===== config.mk =====
export PLATFORM = sky130hd
export DESIGN_NAME = keyword_phrase_scanner_flat
export DESIGN_NICKNAME = d
export VERILOG_FILES = /design/src/kps_pkg.sv /design/src/kps_in_if.sv /design/src/kps_out_if.sv /design/src/kps_cell.sv /design/src/kps_matcher.sv /design/src/kps_tally.sv /design/src/keyword_phrase_scanner.sv /design/src/flat_wrapper.sv
export SDC_FILE = /design/constraint.sdc
export NUM_CORES = 1
export LEC_CHECK = 0
export BUFFER_PORTS_ARGS = -buffer_cell sky130_fd_sc_hd__clkbuf_2
export CORE_MARGIN = 2
export CORE_UTILIZATION = 30
export CTS_BUF_LIST = sky130_fd_sc_hd__clkbuf_8
export DETAILED_ROUTE_END_ITERATION = 7
export PLACE_DENSITY = 0.51
export SYNTH_ARGS = -nofsm -noshare
export SYNTH_HDL_FRONTEND = slang
export SYNTH_HIERARCHICAL = 1
export SYNTH_SLANG_ARGS = --single-unit

===== constraint.sdc =====
create_clock -name clk_i -period 10.5 [get_ports clk_i]
set_input_delay 2.1 -clock clk_i [delete_from_list [all_inputs] [get_ports clk_i]]
set_output_delay 2.1 -clock clk_i [all_outputs]
set_load 0.01 [all_outputs]

===== src/kps_pkg.sv =====
// kps_pkg: shared types, phrase ROM and constants for the keyword phrase scanner.
// No dependencies; the matcher, tally, top level and bench use it.
`timescale 1ns / 1ps

package kps_pkg;

  localparam int unsigned NCrit     = 22;
  localparam int unsigned NHigh     = 12;
  localparam int unsigned NWarm     = 13;
  localparam int unsigned NAll      = NCrit + NHigh + NWarm;
  localparam int unsigned MaxChars  = 6;
  localparam int unsigned MaxBytes  = 3 * MaxChars;
  localparam int unsigned OutCntW   = 32;
  localparam int unsigned ThreshW   = 4;
  localparam logic [ThreshW-1:0] ThreshReset = 4'd2;

  typedef struct packed {
    logic [NWarm-1:0] warm;
    logic [NHigh-1:0] high;
    logic [NCrit-1:0] crit;
  } kps_hits_t;

  // finished text handed from the scan stage to the tally stage
  typedef struct packed {
    logic      valid;
    kps_hits_t hits;
  } kps_fin_t;

  typedef struct packed {
    logic [2:0]            chars;
    logic [MaxChars-1:0][15:0] cp;
  } phrase_t;

  function automatic phrase_t mk(input logic [2:0] n,
                                 input logic [15:0] c0, input logic [15:0] c1,
                                 input logic [15:0] c2, input logic [15:0] c3,
                                 input logic [15:0] c4, input logic [15:0] c5);
    phrase_t p;
    p.chars = n;
    p.cp[0] = c0;
    p.cp[1] = c1;
    p.cp[2] = c2;
    p.cp[3] = c3;
    p.cp[4] = c4;
    p.cp[5] = c5;
    return p;
  endfunction

  // critical 0..21, high 22..33, warmth 34..46
  function automatic phrase_t phrase_rom(input int unsigned idx);
    phrase_t p;
    unique case (idx)
      0:  p = mk(3'd4, 16'h6BEB, 16'h65E0, 16'h610F, 16'h4E49, 16'h0, 16'h0);
      1:  p = mk(3'd4, 16'h6CA1, 16'h6709, 16'h610F, 16'h4E49, 16'h0, 16'h0);
      2:  p = mk(3'd4, 16'h6BEB, 16'h65E0, 16'h4EF7, 16'h503C, 16'h0, 16'h0);
      3:  p = mk(3'd4, 16'h6CA1, 16'h6709, 16'h4EF7, 16'h503C, 16'h0, 16'h0);
      4:  p = mk(3'd3, 16'h4E0D, 16'h914D, 16'h6D3B, 16'h0, 16'h0, 16'h0);
      5:  p = mk(3'd4, 16'h4E0D, 16'h503C, 16'h5F97, 16'h6D3B, 16'h0, 16'h0);
      6:  p = mk(3'd2, 16'h5E9F, 16'h7269, 16'h0, 16'h0, 16'h0, 16'h0);
      7:  p = mk(3'd2, 16'h7D2F, 16'h8D58, 16'h0, 16'h0, 16'h0, 16'h0);
      8:  p = mk(3'd2, 16'h8D1F, 16'h62C5, 16'h0, 16'h0, 16'h0, 16'h0);
      9:  p = mk(3'd2, 16'h81EA, 16'h6740, 16'h0, 16'h0, 16'h0, 16'h0);
      10: p = mk(3'd2, 16'h81EA, 16'h6B8B, 16'h0, 16'h0, 16'h0, 16'h0);
      11: p = mk(3'd2, 16'h81EA, 16'h4F24, 16'h0, 16'h0, 16'h0, 16'h0);
      12: p = mk(3'd4, 16'h7ED3, 16'h675F, 16'h81EA, 16'h5DF1, 16'h0, 16'h0);
      13: p = mk(3'd2, 16'h4E86, 16'h7ED3, 16'h0, 16'h0, 16'h0, 16'h0);
      14: p = mk(3'd4, 16'h6BC1, 16'h706D, 16'h4E16, 16'h754C, 16'h0, 16'h0);
      15: p = mk(3'd4, 16'h6467, 16'h6BC1, 16'h4E00, 16'h5207, 16'h0, 16'h0);
      16: p = mk(3'd4, 16'h62A5, 16'h590D, 16'h793E, 16'h4F1A, 16'h0, 16'h0);
      17: p = mk(3'd6, 16'h4EBA, 16'h751F, 16'h6CA1, 16'h6709, 16'h610F, 16'h4E49);
      18: p = mk(3'd6, 16'h4E00, 16'h5207, 16'h90FD, 16'h662F, 16'h5047, 16'h7684);
      19: p = mk(3'd5, 16'h4E16, 16'h754C, 16'h662F, 16'h5047, 16'h7684, 16'h0);
      20: p = mk(3'd2, 16'h53BB, 16'h6B7B, 16'h0, 16'h0, 16'h0, 16'h0);
      21: p = mk(3'd3, 16'h6CA1, 16'h6551, 16'h4E86, 16'h0, 16'h0, 16'h0);
      22: p = mk(3'd5, 16'h6C38, 16'h8FDC, 16'h4E0D, 16'h53EF, 16'h80FD, 16'h0);
      23: p = mk(3'd4, 16'h6C38, 16'h8FDC, 16'h65E0, 16'h6CD5, 16'h0, 16'h0);
      24: p = mk(3'd5, 16'h7EDD, 16'h5BF9, 16'h4E0D, 16'h53EF, 16'h80FD, 16'h0);
      25: p = mk(3'd4, 16'h4E00, 16'h8F88, 16'h5B50, 16'h90FD, 16'h0, 16'h0);
      26: p = mk(3'd6, 16'h4EC0, 16'h4E48, 16'h4E5F, 16'h505A, 16'h4E0D, 16'h4E86);
      27: p = mk(3'd6, 16'h4EC0, 16'h4E48, 16'h90FD, 16'h505A, 16'h4E0D, 16'h4E86);
      28: p = mk(3'd3, 16'h6539, 16'h4E0D, 16'h4E86, 16'h0, 16'h0, 16'h0);
      29: p = mk(3'd4, 16'h4E60, 16'h60EF, 16'h5C31, 16'h597D, 16'h0, 16'h0);
      30: p = mk(3'd3, 16'h8BA4, 16'h547D, 16'h5427, 16'h0, 16'h0, 16'h0);
      31: p = mk(3'd2, 16'h77EB, 16'h60C5, 16'h0, 16'h0, 16'h0, 16'h0);
      32: p = mk(3'd3, 16'h73BB, 16'h7483, 16'h5FC3, 16'h0, 16'h0, 16'h0);
      33: p = mk(3'd3, 16'h60F3, 16'h592A, 16'h591A, 16'h0, 16'h0, 16'h0);
      34: p = mk(3'd2, 16'h6E29, 16'h6696, 16'h0, 16'h0, 16'h0, 16'h0);
      35: p = mk(3'd2, 16'h5E0C, 16'h671B, 16'h0, 16'h0, 16'h0, 16'h0);
      36: p = mk(3'd2, 16'h53EF, 16'h4EE5, 16'h0, 16'h0, 16'h0, 16'h0);
      37: p = mk(3'd2, 16'h80FD, 16'h591F, 16'h0, 16'h0, 16'h0, 16'h0);
      38: p = mk(3'd2, 16'h503C, 16'h5F97, 16'h0, 16'h0, 16'h0, 16'h0);
      39: p = mk(3'd2, 16'h966A, 16'h4F34, 16'h0, 16'h0, 16'h0, 16'h0);
      40: p = mk(3'd2, 16'h7406, 16'h89E3, 16'h0, 16'h0, 16'h0, 16'h0);
      41: p = mk(3'd1, 16'h7231, 16'h0, 16'h0, 16'h0, 16'h0, 16'h0);
      42: p = mk(3'd2, 16'h6210, 16'h957F, 16'h0, 16'h0, 16'h0, 16'h0);
      43: p = mk(3'd3, 16'h6162, 16'h6162, 16'h6765, 16'h0, 16'h0, 16'h0);
      44: p = mk(3'd3, 16'h6CA1, 16'h5173, 16'h7CFB, 16'h0, 16'h0, 16'h0);
      45: p = mk(3'd4, 16'h4E00, 16'h6B65, 16'h4E00, 16'h6B65, 16'h0, 16'h0);
      46: p = mk(3'd2, 16'h62E5, 16'h62B1, 16'h0, 16'h0, 16'h0, 16'h0);
      default: p = mk(3'd0, 16'h0, 16'h0, 16'h0, 16'h0, 16'h0, 16'h0);
    endcase
    return p;
  endfunction

  // byte k of the three-byte UTF-8 form of a phrase
  function automatic logic [7:0] phrase_byte(input phrase_t p, input int unsigned k);
    logic [15:0] cp;
    logic [7:0]  b;
    cp = p.cp[(k / 3) % MaxChars];
    unique case (k % 3)
      0:       b = {4'hE, cp[15:12]};
      1:       b = {2'b10, cp[11:6]};
      default: b = {2'b10, cp[5:0]};
    endcase
    return b;
  endfunction

endpackage


===== src/kps_in_if.sv =====
// kps_in_if: input channel of the phrase scanner, one text byte per word.
// Valid/ready handshake; no dependencies.
`timescale 1ns / 1ps

interface kps_in_if;
  logic       valid;
  logic       ready;
  logic [7:0] text_byte;
  logic       byte_present;
  logic       end_of_text;

  modport source (output valid, output text_byte, output byte_present,
                  output end_of_text, input ready);
  modport sink   (input valid, input text_byte, input byte_present,
                  input end_of_text, output ready);
endinterface


===== src/kps_out_if.sv =====
// kps_out_if: result channel of the phrase scanner, one verdict word per text.
// Valid/ready handshake; no dependencies.
`timescale 1ns / 1ps

interface kps_out_if;
  logic        valid;
  logic        ready;
  logic        text_safe;
  logic [4:0]  crit_count;
  logic [3:0]  hi_count;
  logic [3:0]  warmth_count;
  logic [21:0] critical_mask;
  logic [11:0] high_mask;
  logic [12:0] warmth_mask;
  logic [31:0] texts_checked;
  logic [31:0] texts_blocked;

  modport source (output valid, output text_safe, output crit_count,
                  output hi_count, output warmth_count, output critical_mask,
                  output high_mask, output warmth_mask, output texts_checked,
                  output texts_blocked, input ready);
  modport sink   (input valid, input text_safe, input crit_count,
                  input hi_count, input warmth_count, input critical_mask,
                  input high_mask, input warmth_mask, input texts_checked,
                  input texts_blocked, output ready);
endinterface


===== src/kps_cell.sv =====
// kps_cell: one byte of the recent-byte window; takes its neighbour's byte on a shift.
// Depends on nothing but the clock and reset.
`timescale 1ns / 1ps

module kps_cell (
  input  logic       clk_i,
  input  logic       rst_ni,
  input  logic       shift_i,
  input  logic       clear_i,
  input  logic [7:0] byte_i,
  output logic [7:0] byte_o
);

  logic [7:0] byte_q;

  always_ff @(posedge clk_i or negedge rst_ni) begin
    if (!rst_ni) begin
      byte_q <= 8'h00;
    end else if (clear_i) begin
      byte_q <= 8'h00;
    end else if (shift_i) begin
      byte_q <= byte_i;
    end
  end

  assign byte_o = byte_q;

endmodule


===== src/kps_matcher.sv =====
// kps_matcher: compares every ROM phrase against the newest bytes of the window.
// Depends on kps_pkg for the phrase ROM and the hit struct.
`timescale 1ns / 1ps

module kps_matcher import kps_pkg::*; #(
  parameter int unsigned LONGEST_PHRASE_BYTES = 18
) (
  input  logic [LONGEST_PHRASE_BYTES-1:0][7:0] win_i,
  output kps_hits_t                            hits_o
);

  logic [NAll-1:0] hit;

  for (genvar g = 0; g < NAll; g++) begin : g_phrase
    localparam phrase_t     Ph   = phrase_rom(g);
    localparam int unsigned Len  = 3 * Ph.chars;
    localparam int unsigned Base = LONGEST_PHRASE_BYTES - Len;
    logic [MaxBytes-1:0] eq;
    for (genvar k = 0; k < MaxBytes; k++) begin : g_byte
      if (k < Len) begin : g_cmp
        assign eq[k] = (win_i[Base + k] == phrase_byte(Ph, k));
      end else begin : g_pad
        assign eq[k] = 1'b1;
      end
    end
    assign hit[g] = &eq;
  end

  assign hits_o.crit = hit[NCrit-1:0];
  assign hits_o.high = hit[NCrit+NHigh-1:NCrit];
  assign hits_o.warm = hit[NAll-1:NCrit+NHigh];

endmodule


===== src/kps_tally.sv =====
// kps_tally: counts hits of a finished text, judges it, keeps the totals and
// holds the result word. Depends on kps_pkg and kps_out_if.
`timescale 1ns / 1ps

module kps_tally import kps_pkg::*; #(
  parameter int unsigned TOTAL_COUNTER_BITS = 32
) (
  input  logic               clk_i,
  input  logic               rst_ni,
  input  kps_fin_t           fin_i,
  input  logic [ThreshW-1:0] thresh_i,
  output logic               ready_o,
  kps_out_if.source          out_o
);

  localparam logic [TOTAL_COUNTER_BITS-1:0] CntMax = '1;

  logic                          out_valid_q;
  logic                          load;
  logic [4:0]                    n_crit;
  logic [3:0]                    n_high;
  logic [3:0]                    n_warm;
  logic                          safe;
  logic [TOTAL_COUNTER_BITS-1:0] checked_q, checked_d;
  logic [TOTAL_COUNTER_BITS-1:0] blocked_q, blocked_d;
  logic [TOTAL_COUNTER_BITS+OutCntW-1:0] checked_ext, blocked_ext;

  assign ready_o = !out_valid_q || out_o.ready;
  assign load    = fin_i.valid && ready_o;

  always_comb begin
    n_crit    = 5'($countones(fin_i.hits.crit));
    n_high    = 4'($countones(fin_i.hits.high));
    n_warm    = 4'($countones(fin_i.hits.warm));
    safe      = (n_crit == 5'd0) && (n_high < thresh_i);
    checked_d = (checked_q == CntMax) ? checked_q : checked_q + 1'b1;
    blocked_d = (safe || blocked_q == CntMax) ? blocked_q : blocked_q + 1'b1;
  end

  // low 32 bits, zero-extended for narrow totals
  assign checked_ext = {{OutCntW{1'b0}}, checked_d};
  assign blocked_ext = {{OutCntW{1'b0}}, blocked_d};

  always_ff @(posedge clk_i or negedge rst_ni) begin
    if (!rst_ni) begin
      out_valid_q <= 1'b0;
      checked_q   <= '0;
      blocked_q   <= '0;
    end else if (load) begin
      out_valid_q <= 1'b1;
      checked_q   <= checked_d;
      blocked_q   <= blocked_d;
    end else if (out_o.ready) begin
      out_valid_q <= 1'b0;
    end
  end

  always_ff @(posedge clk_i) begin
    if (load) begin
      out_o.text_safe      <= safe;
      out_o.crit_count     <= n_crit;
      out_o.hi_count       <= n_high;
      out_o.warmth_count   <= n_warm;
      out_o.critical_mask  <= fin_i.hits.crit;
      out_o.high_mask      <= fin_i.hits.high;
      out_o.warmth_mask    <= fin_i.hits.warm;
      out_o.texts_checked  <= checked_ext[OutCntW-1:0];
      out_o.texts_blocked  <= blocked_ext[OutCntW-1:0];
    end
  end

  assign out_o.valid = out_valid_q;

endmodule


===== src/keyword_phrase_scanner.sv =====
// Channel | dir | handshake    | word
// in_i    | in  | valid/ready  | text_byte, byte_present, end_of_text
// out_o   | out | valid/ready  | verdict, counts, masks, totals of one text
// cfg     | in  | cfg_we_i     | high_block_threshold (4 bits)
//
// One byte per cycle while in_i is ready; the window cells and all phrase compares
// work on the byte in the cycle it is taken. A text's result goes through the scan
// stage, then the tally register. Reset clears window, masks, totals and sets
// the threshold to 2. With the result register full and unread, one finished text
// waits in the scan stage; input stalls only on a further word after that.
// Top level of the keyword phrase scanner. Depends on kps_pkg, kps_in_if, kps_out_if,
// kps_cell, kps_matcher and kps_tally.
`timescale 1ns / 1ps

module keyword_phrase_scanner import kps_pkg::*; #(
  parameter int unsigned LONGEST_PHRASE_BYTES = 18,
  parameter int unsigned TOTAL_COUNTER_BITS   = 32
) (
  input  logic               clk_i,
  input  logic               rst_ni,
  input  logic               cfg_we_i,
  input  logic [ThreshW-1:0] cfg_wdata_i,
  kps_in_if.sink             in_i,
  kps_out_if.source          out_o
);

  localparam int unsigned WinLen = LONGEST_PHRASE_BYTES - 1;

  logic [ThreshW-1:0] thresh_q;
  logic               stopped_q;
  kps_hits_t          seen_q;
  kps_hits_t          seen_next;
  kps_hits_t          hits;
  kps_fin_t           fin_q;
  logic               tally_ready;
  logic               accept;
  logic               live;
  logic               scan;
  logic               last;
  logic [LONGEST_PHRASE_BYTES-1:0][7:0] win;

  assign in_i.ready = !fin_q.valid || tally_ready;
  assign accept     = in_i.valid && in_i.ready;
  assign live       = accept && in_i.byte_present && !stopped_q;
  assign scan       = live && (in_i.text_byte != 8'h00);
  assign last       = accept && in_i.end_of_text;

  assign win[LONGEST_PHRASE_BYTES-1] = in_i.text_byte;

  for (genvar j = 0; j < WinLen; j++) begin : g_cell
    kps_cell u_cell (
      .clk_i   (clk_i),
      .rst_ni  (rst_ni),
      .shift_i (scan),
      .clear_i (last),
      .byte_i  (win[j+1]),
      .byte_o  (win[j])
    );
  end

  kps_matcher #(
    .LONGEST_PHRASE_BYTES (LONGEST_PHRASE_BYTES)
  ) u_matcher (
    .win_i  (win),
    .hits_o (hits)
  );

  assign seen_next = scan ? (seen_q | hits) : seen_q;

  always_ff @(posedge clk_i or negedge rst_ni) begin
    if (!rst_ni) begin
      thresh_q <= ThreshReset;
    end else if (cfg_we_i) begin
      thresh_q <= cfg_wdata_i;
    end
  end

  always_ff @(posedge clk_i or negedge rst_ni) begin
    if (!rst_ni) begin
      seen_q    <= '0;
      stopped_q <= 1'b0;
      fin_q     <= '0;
    end else begin
      if (last) begin
        seen_q    <= '0;
        stopped_q <= 1'b0;
      end else if (accept) begin
        seen_q <= seen_next;
        // a zero byte ends matching for the rest of the text
        if (live && !scan) begin
          stopped_q <= 1'b1;
        end
      end
      if (last) begin
        fin_q.valid <= 1'b1;
        fin_q.hits  <= seen_next;
      end else if (tally_ready) begin
        fin_q.valid <= 1'b0;
      end
    end
  end

  kps_tally #(
    .TOTAL_COUNTER_BITS (TOTAL_COUNTER_BITS)
  ) u_tally (
    .clk_i    (clk_i),
    .rst_ni   (rst_ni),
    .fin_i    (fin_q),
    .thresh_i (thresh_q),
    .ready_o  (tally_ready),
    .out_o    (out_o)
  );

endmodule


===== src/flat_wrapper.sv =====
// flat-port wrapper written by rule: the top's interface ports become plain ports
module keyword_phrase_scanner_flat import kps_pkg::*;
#(
  parameter int unsigned LONGEST_PHRASE_BYTES = 18,
  parameter int unsigned TOTAL_COUNTER_BITS   = 32
)
  (clk_i, rst_ni, cfg_we_i, cfg_wdata_i, in_i_valid, in_i_text_byte, in_i_byte_present, in_i_end_of_text, in_i_ready, out_o_valid, out_o_text_safe, out_o_crit_count, out_o_hi_count, out_o_warmth_count, out_o_critical_mask, out_o_high_mask, out_o_warmth_mask, out_o_texts_checked, out_o_texts_blocked, out_o_ready);
  kps_in_if in_i_i ();
  kps_out_if out_o_i ();
  input  logic clk_i;
  input  logic rst_ni;
  input  logic cfg_we_i;
  input  logic [ThreshW-1:0] cfg_wdata_i;
  input wire logic [$bits(in_i_i.valid)-1:0] in_i_valid;
  input wire logic [$bits(in_i_i.text_byte)-1:0] in_i_text_byte;
  input wire logic [$bits(in_i_i.byte_present)-1:0] in_i_byte_present;
  input wire logic [$bits(in_i_i.end_of_text)-1:0] in_i_end_of_text;
  output wire logic [$bits(in_i_i.ready)-1:0] in_i_ready;
  output wire logic [$bits(out_o_i.valid)-1:0] out_o_valid;
  output wire logic [$bits(out_o_i.text_safe)-1:0] out_o_text_safe;
  output wire logic [$bits(out_o_i.crit_count)-1:0] out_o_crit_count;
  output wire logic [$bits(out_o_i.hi_count)-1:0] out_o_hi_count;
  output wire logic [$bits(out_o_i.warmth_count)-1:0] out_o_warmth_count;
  output wire logic [$bits(out_o_i.critical_mask)-1:0] out_o_critical_mask;
  output wire logic [$bits(out_o_i.high_mask)-1:0] out_o_high_mask;
  output wire logic [$bits(out_o_i.warmth_mask)-1:0] out_o_warmth_mask;
  output wire logic [$bits(out_o_i.texts_checked)-1:0] out_o_texts_checked;
  output wire logic [$bits(out_o_i.texts_blocked)-1:0] out_o_texts_blocked;
  input wire logic [$bits(out_o_i.ready)-1:0] out_o_ready;
  assign in_i_i.valid = in_i_valid;
  assign in_i_i.text_byte = in_i_text_byte;
  assign in_i_i.byte_present = in_i_byte_present;
  assign in_i_i.end_of_text = in_i_end_of_text;
  assign in_i_ready = in_i_i.ready;
  assign out_o_valid = out_o_i.valid;
  assign out_o_text_safe = out_o_i.text_safe;
  assign out_o_crit_count = out_o_i.crit_count;
  assign out_o_hi_count = out_o_i.hi_count;
  assign out_o_warmth_count = out_o_i.warmth_count;
  assign out_o_critical_mask = out_o_i.critical_mask;
  assign out_o_high_mask = out_o_i.high_mask;
  assign out_o_warmth_mask = out_o_i.warmth_mask;
  assign out_o_texts_checked = out_o_i.texts_checked;
  assign out_o_texts_blocked = out_o_i.texts_blocked;
  assign out_o_i.ready = out_o_ready;
  keyword_phrase_scanner #(.LONGEST_PHRASE_BYTES(LONGEST_PHRASE_BYTES), .TOTAL_COUNTER_BITS(TOTAL_COUNTER_BITS)) u_core (.clk_i(clk_i), .rst_ni(rst_ni), .cfg_we_i(cfg_we_i), .cfg_wdata_i(cfg_wdata_i), .in_i(in_i_i), .out_o(out_o_i));
endmodule

==> impl_metrics.ini <==
[synth]
synthSimpleGateAreaFrac_pct = 23.6
syn_nets = 2026
synth_top_area_share_pct = 34.0
synthArstFlopShare_pct = 70.7
synthMuxAreaShare_pct = 6.55
synth_cell_types = 76
ys_seq_area_share_pct = 51.2
synth-edff-count = 125
synth_warnings = 6
netlist_top_cells_area = dfrtp_1, edfxtp_1, mux2i_1
synth_cells = 1951
synth-xor-area-share_pct = 4.81
synth-compound-area-share_pct = 5.41
synth_ff_type = dfrtp_1
netlist.top_cell.by_area = dfrtp_1
syn-cell-area_um2 = 22000
ys_ff_latch = 426
syn_area_per_cell_um2 = 11.3
synthAdderAreaFrac_pct = 4.20
synth_top_family_by_area = simple AND/OR/NAND/NOR gates

[timing]
rsz0062_at_grt = no
post-route-min-period_ns = 6.79
setup_tns_ns = 0
post-route-period-util_pct = 64.7
final_hold_viol_count = 0
fmax_mhz = 147
worst_pin_slew_ns = 1.13
skew_ns = 0.0302
final-max-slew-violation-count = 0
relSlewSlack_pct = 24.4
setup_viol = 0
worst_hold_slack_ns = 0.477

[cells_and_area]
fillers = 7360
layout_common_cells = dfrtp_1, nor2_1, clkbuf_2
drive_gt1_share_pct = 17.5
fin_nets = 2178
utilization_pct = 34.6
area_growth_pct = 14.3
final_common_cell = dfrtp_1

[critical_path]
cp_slowest_cell = or4_1
critical_path.max_stage_delay_ns = 0.78
crit_arrival_ns = 7.16
path_max_fanout = 38
start_kind = flip-flop
worstSetupEndpointType = flip-flop
rrSetupSlack_ns = 3.71
critPathKind = flip-flop to flip-flop
crit_required_ns = 10.87
crit_chain = fa_1 > ha_1 > inv_1 > fa_1 > fa_1 > fa_1 > fa_1 > inv_1 > ha_1 > fa_1 > a21o_1 > a21oi_2 > xnor2_1 > or4_1 > clkinv_2 > nor4_1 > xor2_1
crit_top_cell = fa_1

[global_routing]
overflow = 0
grt_pass1_wl_um = 106000
first_global_vias = 16800
antenna_found_initial = 1
grt_max_degree = 163
grt_use_total_pct = 18.3

[clock_network]
postCtsSetupBuffers = 0
cts_hold_buf = 0
clkTransAtPathRegs_ns = 0.07
cts_tree = yes
cts_repair_resize_count = 0
clkSinkCount = 426
clock_tree.htree_level_count = 3
clk_latency_ns = 0.66
cts_root_buf = clkbuf_8
cts_buffer_depth = 3
cts_buffers = 76

[placed_design]
dp_hpwl_um = 49600
numPortBuffers = 145
gp_congestion = 0.926

[power]
p_sw_uw = 961
p_per_area_nw_per_um2 = 146
p_sw_share_pct = 26.0
vdd_ir_drop_max_mv = 0.0746
internal_power_uw = 2730
p_leak_uw = 0.0106
power_uw = 3690
pwr-share-comb_pct = 7.7
seqPwrFrac_pct = 49.9
clkPwrFrac_pct = 42.4

[die]
start_util_pct = 30.3
die_x_um = 275
io_pins = 146
coreArea_um2 = 72800
fp.dieH_um = 275
std_cell_rows = 99
fp.dieArea_um2 = 75700

[routing]
detail-route-antenna-nets = 0
wirelength_um = 69600
wl_met2_um = 32100
num_vias = 16500
initialDrtViolationCount = 1274
avgRoutedWirePerCell_um = 22.3
wl_met3_um = 3680
drc = 0
met1_length_um = 31600
top_layer_used = met5
firstDrtPassIters = 5
vias_per_cell = 5.27

[outcome]
outcome = complete, no violations

[worst_hold_path]
min_path_type = flip-flop to flip-flop

[flow_run]
cap_violations = 0
==> metrics by stage <==
step                setup WS [ns]  cell area (µm²)  std cells
finish                       3.71            25200       3123
global route                 3.28            25200       3122
CTS                          3.66            25200       3122
detailed placement           3.68            23700       2984
global placement             3.70            23700       2984
floorplan                    4.21            22000       1951
==> worst max-delay path, delay by kind of cell, from the launching register on <==
kind,cells,cell delay (ns)
flops,1,0.42
buf+inv,3,0.86
compound gates,2,0.32
fa+ha+maj,8,3.36
simple gates,2,1.31
xor+xnor,2,0.25
==> sequential cells by signal, indices dropped and copies added, names as in the netlist, 4 cells and up <==
signal,count
u_core/u_tally/out_o.texts_blocked,32
u_core/u_tally/out_o.texts_checked,32
u_core/thresh_q,4
u_core/u_tally/blocked_q,32
u_core/u_tally/out_o.crit_count,5
u_core/u_tally/out_o.warmth_mask,13
u_core/u_tally/out_o.warmth_count,4
u_core/u_tally/out_o.critical_mask,22
u_core/fin_q,48
u_core/g_cell.u_cell/byte_o,136
u_core/u_tally/out_o.hi_count,4
u_core/u_tally/checked_q,32
u_core/seen_q,47
u_core/u_tally/out_o.high_mask,12
==> cell type report <==
type	count	area, µm²	share of cell area [%]
flip-flops and latches	426	11300	44.8
multi-input cells	1343	9890	39.2
clock buffers	91	1250	4.97
well taps	959	1200	4.76
repair buffers	175	986	3.91
inverters	81	312	1.24
clock inverters	47	283	1.12
diodes	1	2.50	0.00993
==> cells in the mapped netlist (14+ instances only) <==
cell type	instances
dfrtp_1	300
nor2_1	210
mux2i_1	136
edfxtp_1	125
nor4_1	100
nand2_1	95
inv_1	79
nand4_1	74
xnor2_1	66
nand3_1	61
and3_1	60
xor2_1	55
nor3_1	54
a221o_1	46
clkbuf_1	38
a22o_2	34
fa_1	30
nand2b_1	30
buf_6	26
ha_1	26
nand4b_1	24
buf_1	20
or4_1	20
nor4bb_1	16
nand4bb_1	15
nor2b_1	14
o21ai_0	14
==> worst paths after layout <==
path | start | to | cells after the start
worst min-delay path | u_core/fin_q[27] | u_core/u_tally/out_o.high_mask[5] | 0
min in group asynchronous | rst_ni | u_core/u_tally/checked_q[4] | 1
max in group asynchronous | rst_ni | u_core/g_cell[15].u_cell/byte_o[7] | 2
worst min register to register | u_core/fin_q[27] | u_core/u_tally/out_o.high_mask[5] | 0
worst max-delay path | u_core/fin_q[16] | u_core/u_tally/out_o.texts_blocked[27] | 17
worst max register to register | u_core/fin_q[16] | u_core/u_tally/out_o.texts_blocked[27] | 17
==> power by group through the flow <==
stage | logic (µW) | registers, µW | clock network (µW)
after CTS | 288 | 1840 | 1630
after detailed placement | 287 | 1870 | 0
after floorplan | 167 | 1870 | 0
final | 283 | 1840 | 1570
after global placement | 285 | 1870 | 0
after global routing | 314 | 1850 | 1700
==> metal layers <==
metal  vias to the layer above  global-route usage (%)
met1                      8342                    24.9
met3                       113                    2.98
met4                         2                    6.94
met5                         -                       0
li1                       7517                       -
met2                       476                    29.3
==> cell families (layout without fill, tap and decap cells) <==
| kind of cell | count (synthesis) | after routing |
|---|---|---|
| and+or+nand+nor | 893 | 893 |
| other | 0 | 1 |
| muxes | 143 | 143 |
| adders and majority gates | 56 | 56 |
| AOI/OAI and AO/OA | 130 | 130 |
| buffers and inverters | 182 | 394 |
| DFF | 426 | 426 |
| xor gates and xnor gates | 121 | 121 |
No activity file was read; power rests on OpenSTA's default activity.
